==> src/oads_pkg.sv <==
// Shared types and constants for the obstacle avoidance drive sequencer.
// No dependencies; the sequencer module imports this package.
package oads_pkg;

  localparam int OADS_TIME_BITS = 32;
  localparam int OADS_CFG_IDX_BITS = 3;
  localparam int OADS_CFG_DATA_BITS = 16;

  localparam logic [9:0] NO_ECHO_CM = 10'd999;

  typedef enum logic [1:0] {
    MOT_STOP = 2'd0,
    MOT_FWD  = 2'd1,
    MOT_TURN = 2'd2
  } motion_t;

  typedef enum logic [OADS_CFG_IDX_BITS-1:0] {
    REG_OBSTACLE_CM    = 3'd0,
    REG_TURN_MS        = 3'd1,
    REG_SETTLE_MS      = 3'd2,
    REG_CHECK_MS       = 3'd3,
    REG_COOLDOWN_MS    = 3'd4,
    REG_START_KEY_CODE = 3'd5,
    REG_SERVO_KEY_CODE = 3'd6,
    REG_DRIVE_SPEED    = 3'd7
  } cfg_reg_t;

  localparam logic [9:0] RST_OBSTACLE_CM    = 10'd40;
  localparam logic [15:0] RST_TURN_MS       = 16'd350;
  localparam logic [15:0] RST_SETTLE_MS     = 16'd300;
  localparam logic [15:0] RST_CHECK_MS      = 16'd100;
  localparam logic [15:0] RST_COOLDOWN_MS   = 16'd250;
  localparam logic [7:0] RST_START_KEY_CODE = 8'd64;
  localparam logic [7:0] RST_SERVO_KEY_CODE = 8'd22;
  localparam logic [7:0] RST_DRIVE_SPEED    = 8'd50;

endpackage

==> src/oads_if.sv <==
// Valid/ready channel interfaces for the tick input and the drive result.
// Depends on nothing beyond the handshake convention shared by both sides.
interface oads_in_if;
  logic       valid;
  logic       ready;
  logic       key_valid;
  logic [7:0] key_code;
  logic [9:0] range_cm;

  modport source (output valid, key_valid, key_code, range_cm, input ready);
  modport sink (input valid, key_valid, key_code, range_cm, output ready);
endinterface

interface oads_out_if;
  logic       valid;
  logic       ready;
  logic [1:0] motion;
  logic       motion_changed;
  logic [7:0] speed;
  logic       run_flag;
  logic       servo_open_flag;
  logic       sampled;
  logic       obstacle;

  modport source (output valid, motion, motion_changed, speed, run_flag,
                  servo_open_flag, sampled, obstacle, input ready);
  modport sink (input valid, motion, motion_changed, speed, run_flag,
                servo_open_flag, sampled, obstacle, output ready);
endinterface

==> src/obstacle_avoid_drive_sequencer.sv <==
// Obstacle avoidance drive sequencer, one millisecond tick per transfer.
// The input transfer is captured in an input register and the result in a result register.
// Throughput: one tick per cycle unless the output stalls; the tick state update is a single pass of compares and adds.
// Reset (rst_n low, synchronous) clears time, motion and flags and loads register defaults.
// Depends on oads_pkg and the channel interfaces in oads_if.sv.
module obstacle_avoid_drive_sequencer
  import oads_pkg::*;
#(
  parameter int TIME_BITS = OADS_TIME_BITS
) (
  input  logic                          clk,
  input  logic                          rst_n,
  oads_in_if.sink                       in_if,
  oads_out_if.source                    out_if,
  input  logic                          cfg_we,
  input  logic [OADS_CFG_IDX_BITS-1:0]  cfg_idx,
  input  logic [OADS_CFG_DATA_BITS-1:0] cfg_data
);

  typedef logic [TIME_BITS-1:0] tick_t;

  logic [9:0]  obstacle_cm_r;
  logic [15:0] turn_ms_r, settle_ms_r, check_ms_r, cooldown_ms_r;
  logic [7:0]  start_key_r, servo_key_r, drive_speed_r;

  logic       s1_valid_r;
  logic       s1_kv_r;
  logic [7:0] s1_kc_r;
  logic [9:0] s1_range_r;

  tick_t   now_r, turn_end_r, settle_end_r, last_check_r, last_key_r;
  tick_t   turn_end_nxt, settle_end_nxt, last_check_nxt, last_key_nxt;
  motion_t motion_r, motion_nxt;
  logic    running_r, running_nxt;
  logic    servo_open_r, servo_open_nxt;
  logic    sampled_nxt, obstacle_nxt;

  logic       out_valid_r;
  motion_t    out_motion_r;
  logic       out_changed_r;
  logic [7:0] out_speed_r;
  logic       out_run_r, out_servo_r, out_sampled_r, out_obstacle_r;

  logic advance;

  assign advance     = s1_valid_r && (!out_valid_r || out_if.ready);
  assign in_if.ready = !s1_valid_r || advance;

  always_ff @(posedge clk) begin
    if (!rst_n) begin
      obstacle_cm_r <= RST_OBSTACLE_CM;
      turn_ms_r     <= RST_TURN_MS;
      settle_ms_r   <= RST_SETTLE_MS;
      check_ms_r    <= RST_CHECK_MS;
      cooldown_ms_r <= RST_COOLDOWN_MS;
      start_key_r   <= RST_START_KEY_CODE;
      servo_key_r   <= RST_SERVO_KEY_CODE;
      drive_speed_r <= RST_DRIVE_SPEED;
    end else if (cfg_we) begin
      unique case (cfg_reg_t'(cfg_idx))
        REG_OBSTACLE_CM:    obstacle_cm_r <= cfg_data[9:0];
        REG_TURN_MS:        turn_ms_r     <= cfg_data;
        REG_SETTLE_MS:      settle_ms_r   <= cfg_data;
        REG_CHECK_MS:       check_ms_r    <= cfg_data;
        REG_COOLDOWN_MS:    cooldown_ms_r <= cfg_data;
        REG_START_KEY_CODE: start_key_r   <= cfg_data[7:0];
        REG_SERVO_KEY_CODE: servo_key_r   <= cfg_data[7:0];
        REG_DRIVE_SPEED:    drive_speed_r <= cfg_data[7:0];
        default: ;
      endcase
    end
  end

  always_ff @(posedge clk) begin
    if (!rst_n) begin
      s1_valid_r <= 1'b0;
    end else if (in_if.ready) begin
      s1_valid_r <= in_if.valid;
    end
  end

  always_ff @(posedge clk) begin
    if (in_if.ready && in_if.valid) begin
      s1_kv_r    <= in_if.key_valid;
      s1_kc_r    <= in_if.key_code;
      s1_range_r <= in_if.range_cm;
    end
  end

  always_comb begin
    tick_t now;
    tick_t turn_gap;
    tick_t settle_gap;
    logic  key_ok;
    logic  turn_done;
    logic  settled;
    logic  check_due;
    now            = now_r;
    motion_nxt     = motion_r;
    running_nxt    = running_r;
    servo_open_nxt = servo_open_r;
    turn_end_nxt   = turn_end_r;
    settle_end_nxt = settle_end_r;
    last_check_nxt = last_check_r;
    last_key_nxt   = last_key_r;
    sampled_nxt    = 1'b0;
    obstacle_nxt   = 1'b0;

    key_ok = s1_kv_r && (tick_t'(now - last_key_r) >= TIME_BITS'(cooldown_ms_r));
    if (key_ok) begin
      last_key_nxt = now;
      if (s1_kc_r == start_key_r) begin
        running_nxt = !running_r;
        if (running_r) begin
          motion_nxt = MOT_STOP;
        end
      end else if (s1_kc_r == servo_key_r) begin
        servo_open_nxt = !servo_open_r;
      end
    end

    turn_gap  = tick_t'(now - turn_end_r);
    turn_done = !turn_gap[TIME_BITS-1];
    if (motion_nxt == MOT_TURN && turn_done) begin
      motion_nxt     = MOT_STOP;
      settle_end_nxt = tick_t'(now + TIME_BITS'(settle_ms_r));
    end

    settle_gap = tick_t'(now - settle_end_nxt);
    settled    = !settle_gap[TIME_BITS-1];
    check_due  = tick_t'(now - last_check_r) >= TIME_BITS'(check_ms_r);
    if (!running_nxt) begin
      motion_nxt = MOT_STOP;
    end else if (motion_nxt != MOT_TURN && settled && check_due) begin
      last_check_nxt = now;
      sampled_nxt    = 1'b1;
      obstacle_nxt   = (s1_range_r != NO_ECHO_CM) && (s1_range_r <= obstacle_cm_r);
      if (obstacle_nxt) begin
        motion_nxt   = MOT_TURN;
        turn_end_nxt = tick_t'(now + TIME_BITS'(turn_ms_r));
      end else begin
        motion_nxt = MOT_FWD;
      end
    end
  end

  always_ff @(posedge clk) begin
    if (!rst_n) begin
      now_r        <= '0;
      turn_end_r   <= '0;
      settle_end_r <= '0;
      last_check_r <= '0;
      last_key_r   <= '0;
      motion_r     <= MOT_STOP;
      running_r    <= 1'b0;
      servo_open_r <= 1'b0;
    end else if (advance) begin
      now_r        <= tick_t'(now_r + 1'b1);
      turn_end_r   <= turn_end_nxt;
      settle_end_r <= settle_end_nxt;
      last_check_r <= last_check_nxt;
      last_key_r   <= last_key_nxt;
      motion_r     <= motion_nxt;
      running_r    <= running_nxt;
      servo_open_r <= servo_open_nxt;
    end
  end

  always_ff @(posedge clk) begin
    if (!rst_n) begin
      out_valid_r <= 1'b0;
    end else if (advance) begin
      out_valid_r <= 1'b1;
    end else if (out_if.ready) begin
      out_valid_r <= 1'b0;
    end
  end

  always_ff @(posedge clk) begin
    if (advance) begin
      out_motion_r   <= motion_nxt;
      out_changed_r  <= (motion_nxt != motion_r);
      out_speed_r    <= (motion_nxt == MOT_STOP) ? 8'd0 : drive_speed_r;
      out_run_r      <= running_nxt;
      out_servo_r    <= servo_open_nxt;
      out_sampled_r  <= sampled_nxt;
      out_obstacle_r <= obstacle_nxt;
    end
  end

  assign out_if.valid           = out_valid_r;
  assign out_if.motion          = out_motion_r;
  assign out_if.motion_changed  = out_changed_r;
  assign out_if.speed           = out_speed_r;
  assign out_if.run_flag        = out_run_r;
  assign out_if.servo_open_flag = out_servo_r;
  assign out_if.sampled         = out_sampled_r;
  assign out_if.obstacle        = out_obstacle_r;

endmodule
==> src/flat_wrapper.sv <==
// flat-port wrapper written by rule: the top's interface ports become plain ports
module obstacle_avoid_drive_sequencer_flat import oads_pkg::*;
#(
  parameter int TIME_BITS = OADS_TIME_BITS
)
  (clk, rst_n, cfg_we, cfg_idx, cfg_data, in_if_valid, in_if_key_valid, in_if_key_code, in_if_range_cm, in_if_ready, out_if_valid, out_if_motion, out_if_motion_changed, out_if_speed, out_if_run_flag, out_if_servo_open_flag, out_if_sampled, out_if_obstacle, out_if_ready);
  oads_in_if in_if_i ();
  oads_out_if out_if_i ();
  input  logic clk;
  input  logic rst_n;
  input  logic cfg_we;
  input  logic [OADS_CFG_IDX_BITS-1:0] cfg_idx;
  input  logic [OADS_CFG_DATA_BITS-1:0] cfg_data;
  input wire logic [$bits(in_if_i.valid)-1:0] in_if_valid;
  input wire logic [$bits(in_if_i.key_valid)-1:0] in_if_key_valid;
  input wire logic [$bits(in_if_i.key_code)-1:0] in_if_key_code;
  input wire logic [$bits(in_if_i.range_cm)-1:0] in_if_range_cm;
  output wire logic [$bits(in_if_i.ready)-1:0] in_if_ready;
  output wire logic [$bits(out_if_i.valid)-1:0] out_if_valid;
  output wire logic [$bits(out_if_i.motion)-1:0] out_if_motion;
  output wire logic [$bits(out_if_i.motion_changed)-1:0] out_if_motion_changed;
  output wire logic [$bits(out_if_i.speed)-1:0] out_if_speed;
  output wire logic [$bits(out_if_i.run_flag)-1:0] out_if_run_flag;
  output wire logic [$bits(out_if_i.servo_open_flag)-1:0] out_if_servo_open_flag;
  output wire logic [$bits(out_if_i.sampled)-1:0] out_if_sampled;
  output wire logic [$bits(out_if_i.obstacle)-1:0] out_if_obstacle;
  input wire logic [$bits(out_if_i.ready)-1:0] out_if_ready;
  assign in_if_i.valid = in_if_valid;
  assign in_if_i.key_valid = in_if_key_valid;
  assign in_if_i.key_code = in_if_key_code;
  assign in_if_i.range_cm = in_if_range_cm;
  assign in_if_ready = in_if_i.ready;
  assign out_if_valid = out_if_i.valid;
  assign out_if_motion = out_if_i.motion;
  assign out_if_motion_changed = out_if_i.motion_changed;
  assign out_if_speed = out_if_i.speed;
  assign out_if_run_flag = out_if_i.run_flag;
  assign out_if_servo_open_flag = out_if_i.servo_open_flag;
  assign out_if_sampled = out_if_i.sampled;
  assign out_if_obstacle = out_if_i.obstacle;
  assign out_if_i.ready = out_if_ready;
  obstacle_avoid_drive_sequencer #(.TIME_BITS(TIME_BITS)) u_core (.clk(clk), .rst_n(rst_n), .in_if(in_if_i), .out_if(out_if_i), .cfg_we(cfg_we), .cfg_idx(cfg_idx), .cfg_data(cfg_data));
endmodule
==> config.mk <==
export PLATFORM = sky130hd
export DESIGN_NAME = obstacle_avoid_drive_sequencer_flat
export DESIGN_NICKNAME = d
export VERILOG_FILES = /design/src/oads_pkg.sv /design/src/oads_if.sv /design/src/obstacle_avoid_drive_sequencer.sv /design/src/flat_wrapper.sv
export SDC_FILE = /design/constraint.sdc
export NUM_CORES = 1
export LEC_CHECK = 0
export BUFFER_PORTS_ARGS = -buffer_cell sky130_fd_sc_hd__buf_2
export CAP_MARGIN = 20
export CORE_ASPECT_RATIO = 1.1
export CORE_UTILIZATION = 28
export DETAILED_ROUTE_END_ITERATION = 10
export GPL_ROUTABILITY_DRIVEN = 0
export GPL_TIMING_DRIVEN = 0
export PLACE_DENSITY = 0.53
export SLEW_MARGIN = 0
export SYNTH_ARGS = -nofsm -noshare
export SYNTH_HDL_FRONTEND = slang
export SYNTH_SLANG_ARGS = --single-unit
==> constraint.sdc <==
create_clock -name clk -period 12.83 [get_ports clk]
set_clock_uncertainty 0.15 [all_clocks]
set_input_delay 1.283 -clock clk [delete_from_list [all_inputs] [get_ports clk]]
set_output_delay 1.283 -clock clk [all_outputs]
set_load 0.02 [all_outputs]
==> results.toml <==
[finish]
syn_to_final_growth_pct = 13.53
fin_util = 0.3210
layout-drive-gt1-share = 0.06612
mostFrequentLayoutCell = "nand2_1"
fin_nets = 2772
diodes = 0
fillers = 7383
mostFrequentLayoutCells = "nand2_1 (371), dfxtp_1 (264), a21oi_1 (210)"
seq_area_sq_um = 6306
multi_input_area_sq_um = 12010

[timing]
finalHoldViolCount = 0
rsz0062_at_grt = "no"
drv_slew = 0
final.min_clock_period_ns = 10.58
fmax_ghz = 0.09449
finalWorstSetupSlack_ns = 2.247
finalSetupViolCount = 0
worst_pin_slew_ns = 0.9931
finalSetupTns_ns = 0
relSlewSlack = 0.3357
fin_crit_sh = 0.8249

[critical_path]
rr_endpoint = "u_core.out_if.speed[7]$_SDFFCE_PN0P_"
criticalPathCategory = "register to register"
rrSetupSlack_ns = 2.25
r2r_start = "u_core.now_r[1]$_SDFFE_PN0P_"
crit_top_cell = "ha_1"
path_max_fanout = 12
worst_path_largest_cell_delay_ns = 0.77
critPathRequiredTime_ns = 13.11
cpMaxStageDelayCell = "dfxtp_1"
worstRegToRegCells = 33
crit_arrival_ns = 10.86
crit_path_start_kind = "register"
cp-end-kind = "register"

[cts]
clock-sinks = 298
cts_buffers = 36
ctsHoldBuffers = 0
cts_resized = 0
clk-insertion-delay-late_ns = 0.58
post_cts_buffers = 0
cts_tree = "done"
path_clk_slew_ns = 0.06
cts-root-buf = "clkbuf_16"
clk_path_buf_depth = 3
htreeDepth = 2

[floorplanning]
die_w_microns = 253.4
core-area_sq_um = 68870
pin_count = 60
initial_core_util = 0.2827
fp-row-count = 101
design.die.area_sq_um = 70600
die_height_microns = 278.6

[min_path]
hold_path_end = "u_core.turn_end_r[15]$_SDFFE_PN0P_"
min_path_type = "register to register"
min_from = "u_core.turn_end_r[15]$_SDFFE_PN0P_"
whs_path_depth = 2

[placed_design]
port_buffers = 48
post-place-ws_ns = 2.442
hpwl_microns = 46240

[run_status]
outcome = "finished, final reports clean"

[global_route]
grt.total_usage = 0.1682
grt_pass1_wl_microns = 92470
overflow = 0
antenna_found_initial = 2
grt_max_degree = 25
grt_pass1_vias = 16320

[logic_synthesis]
yosysTopAreaCell = "dfxtp_1"
synth-edff-count = 34
ys.flop_type = "dfxtp_1"
ys_warn_count = 0
yosysTopAreaCellShare = 0.2714
netlist_area_sq_um = 19470
ys_top_cells_by_area = "dfxtp_1 (27%), ha_1 (13%), nand2_1 (7.2%)"
avgSynthCellArea_sq_um = 7.976
ys_seq_area_frac = 0.3239
postSynthCellCount = 2441
ys_types = 77
async_reset_ff_frac = 0
syn_nets = 2685
ys_seq_elements = 298

[power_and_ir_drop]
p_leak_nw = 9.191
total_power_w = 0.002207
peakVddDrop_uv = 104.6
power.density_nw_per_um2 = 99.82

[route]
ant_nets = 0
viasPerCell = 4.905
num_vias = 17080
wire_per_inst_microns = 16.94
drc = 0
dr.pass1.iters = 5
wirelength_microns = 59010
drtIter0Drc = 1043

[job]
max_cap_violations = 0
==> cell type report <==
type / count / area share
Multi-Input combinational cell: 1845 / 0.5431
Sequential cell: 298 / 0.2853
Tap cell: 927 / 0.05247
Clock buffer: 45 / 0.04409
Inverter: 178 / 0.03023
Buffer: 120 / 0.02281
Timing Repair Buffer: 49 / 0.01138
Clock inverter: 21 / 0.01064
==> flip-flops by register name, summed over array words and instances, names as in the netlist, 2 cells and up <==
name / flops
u_core.now_r: 32
u_core.cooldown_ms_r: 16
u_core.motion_r: 2
u_core.servo_key_r: 8
u_core.start_key_r: 8
u_core.turn_ms_r: 16
u_core.drive_speed_r: 8
u_core.settle_ms_r: 16
u_core.settle_end_r: 32
u_core.turn_end_r: 32
u_core.last_check_r: 32
u_core.s1_kc_r: 8
u_core.s1_range_r: 10
u_core.last_key_r: 32
u_core.obstacle_cm_r: 10
u_core.out_if.motion: 2
u_core.out_if.speed: 8
u_core.check_ms_r: 16
==> synthesized netlist by cell type (20+ instances only) <==
library cell / count
clkbuf_1: 77
nand3_1: 100
buf_2: 22
xor2_1: 71
a21oi_1: 210
nor3_1: 32
a21o_1: 56
inv_1: 178
a211oi_1: 40
o211ai_1: 21
ha_1: 197
dfxtp_1: 264
nand2b_1: 22
edfxtp_1: 34
xnor2_1: 69
and3_1: 20
o21a_1: 24
nor2b_1: 23
o21ai_0: 96
nand4_1: 45
mux2i_1: 64
nor2_1: 174
nand2_1: 371
o21ai_1: 35
==> routing by layer <==
layer	GRT usage	part of all wire	vias to the layer above
li1	-	-	8700
met1	0.2265	0.48	7949
met2	0.2743	0.45	340
met3	0.02160	0.041	94
met4	0.05750	0.031	0
met5	0	0	-
==> worst max-delay path by stage <==
stage / startpoint / to / slack (ns) / cells past startpoint
floorplan: u_core.now_r[1]$_SDFFE_PN0P_ / u_core.turn_end_r[10]$_SDFFE_PN0P_ / 4.82 / 39
global placement: u_core.now_r[1]$_SDFFE_PN0P_ / u_core.out_if.speed[7]$_SDFFCE_PN0P_ / 2.40 / 33
detailed placement: u_core.now_r[1]$_SDFFE_PN0P_ / u_core.out_if.speed[7]$_SDFFCE_PN0P_ / 2.44 / 33
CTS: u_core.now_r[1]$_SDFFE_PN0P_ / u_core.out_if.speed[7]$_SDFFCE_PN0P_ / 2.40 / 33
global route: u_core.now_r[1]$_SDFFE_PN0P_ / u_core.out_if.speed[7]$_SDFFCE_PN0P_ / 1.83 / 33
finish: u_core.now_r[1]$_SDFFE_PN0P_ / u_core.out_if.speed[7]$_SDFFCE_PN0P_ / 2.25 / 33
==> power by group <==
group          total [W]  internal (W)  switching (W)
combinational   0.000182     0.0000619       0.000120
sequential      0.000973      0.000961      0.0000116
clock            0.00105      0.000609       0.000444
total            0.00221       0.00163       0.000575
==> stage by stage <==
stage,hold slack (ns),cell area [sq um],cells
after floorplan,0.2817,19470,2441
after global placement,0.2896,20870,3416
after detailed placement,0.2952,20900,3417
after CTS,0.3017,22110,3483
after global routing,0.3127,22110,3483
final,0.3023,22110,3483
==> worst max-delay path: cells and delay by family (launching register included) <==
kind            cells  cell delay [ns]
xor+xnor            2             0.40
buf+inv             3             1.45
simple gates       11             3.39
fa+ha+maj           3             0.93
flops               1             0.77
compound gates     14             3.34
==> cell families after synthesis <==
| kind of cell | synth area share |
|---|---|
| adders and majority gates | 0.1307 |
| DFF | 0.3239 |
| buffers and inverters | 0.06015 |
| and+or+nand+nor | 0.1949 |
| xor gates and xnor gates | 0.06381 |
| AOI/OAI and AO/OA | 0.1925 |
| muxes | 0.03406 |
Power figures use the tool's default switching activity.
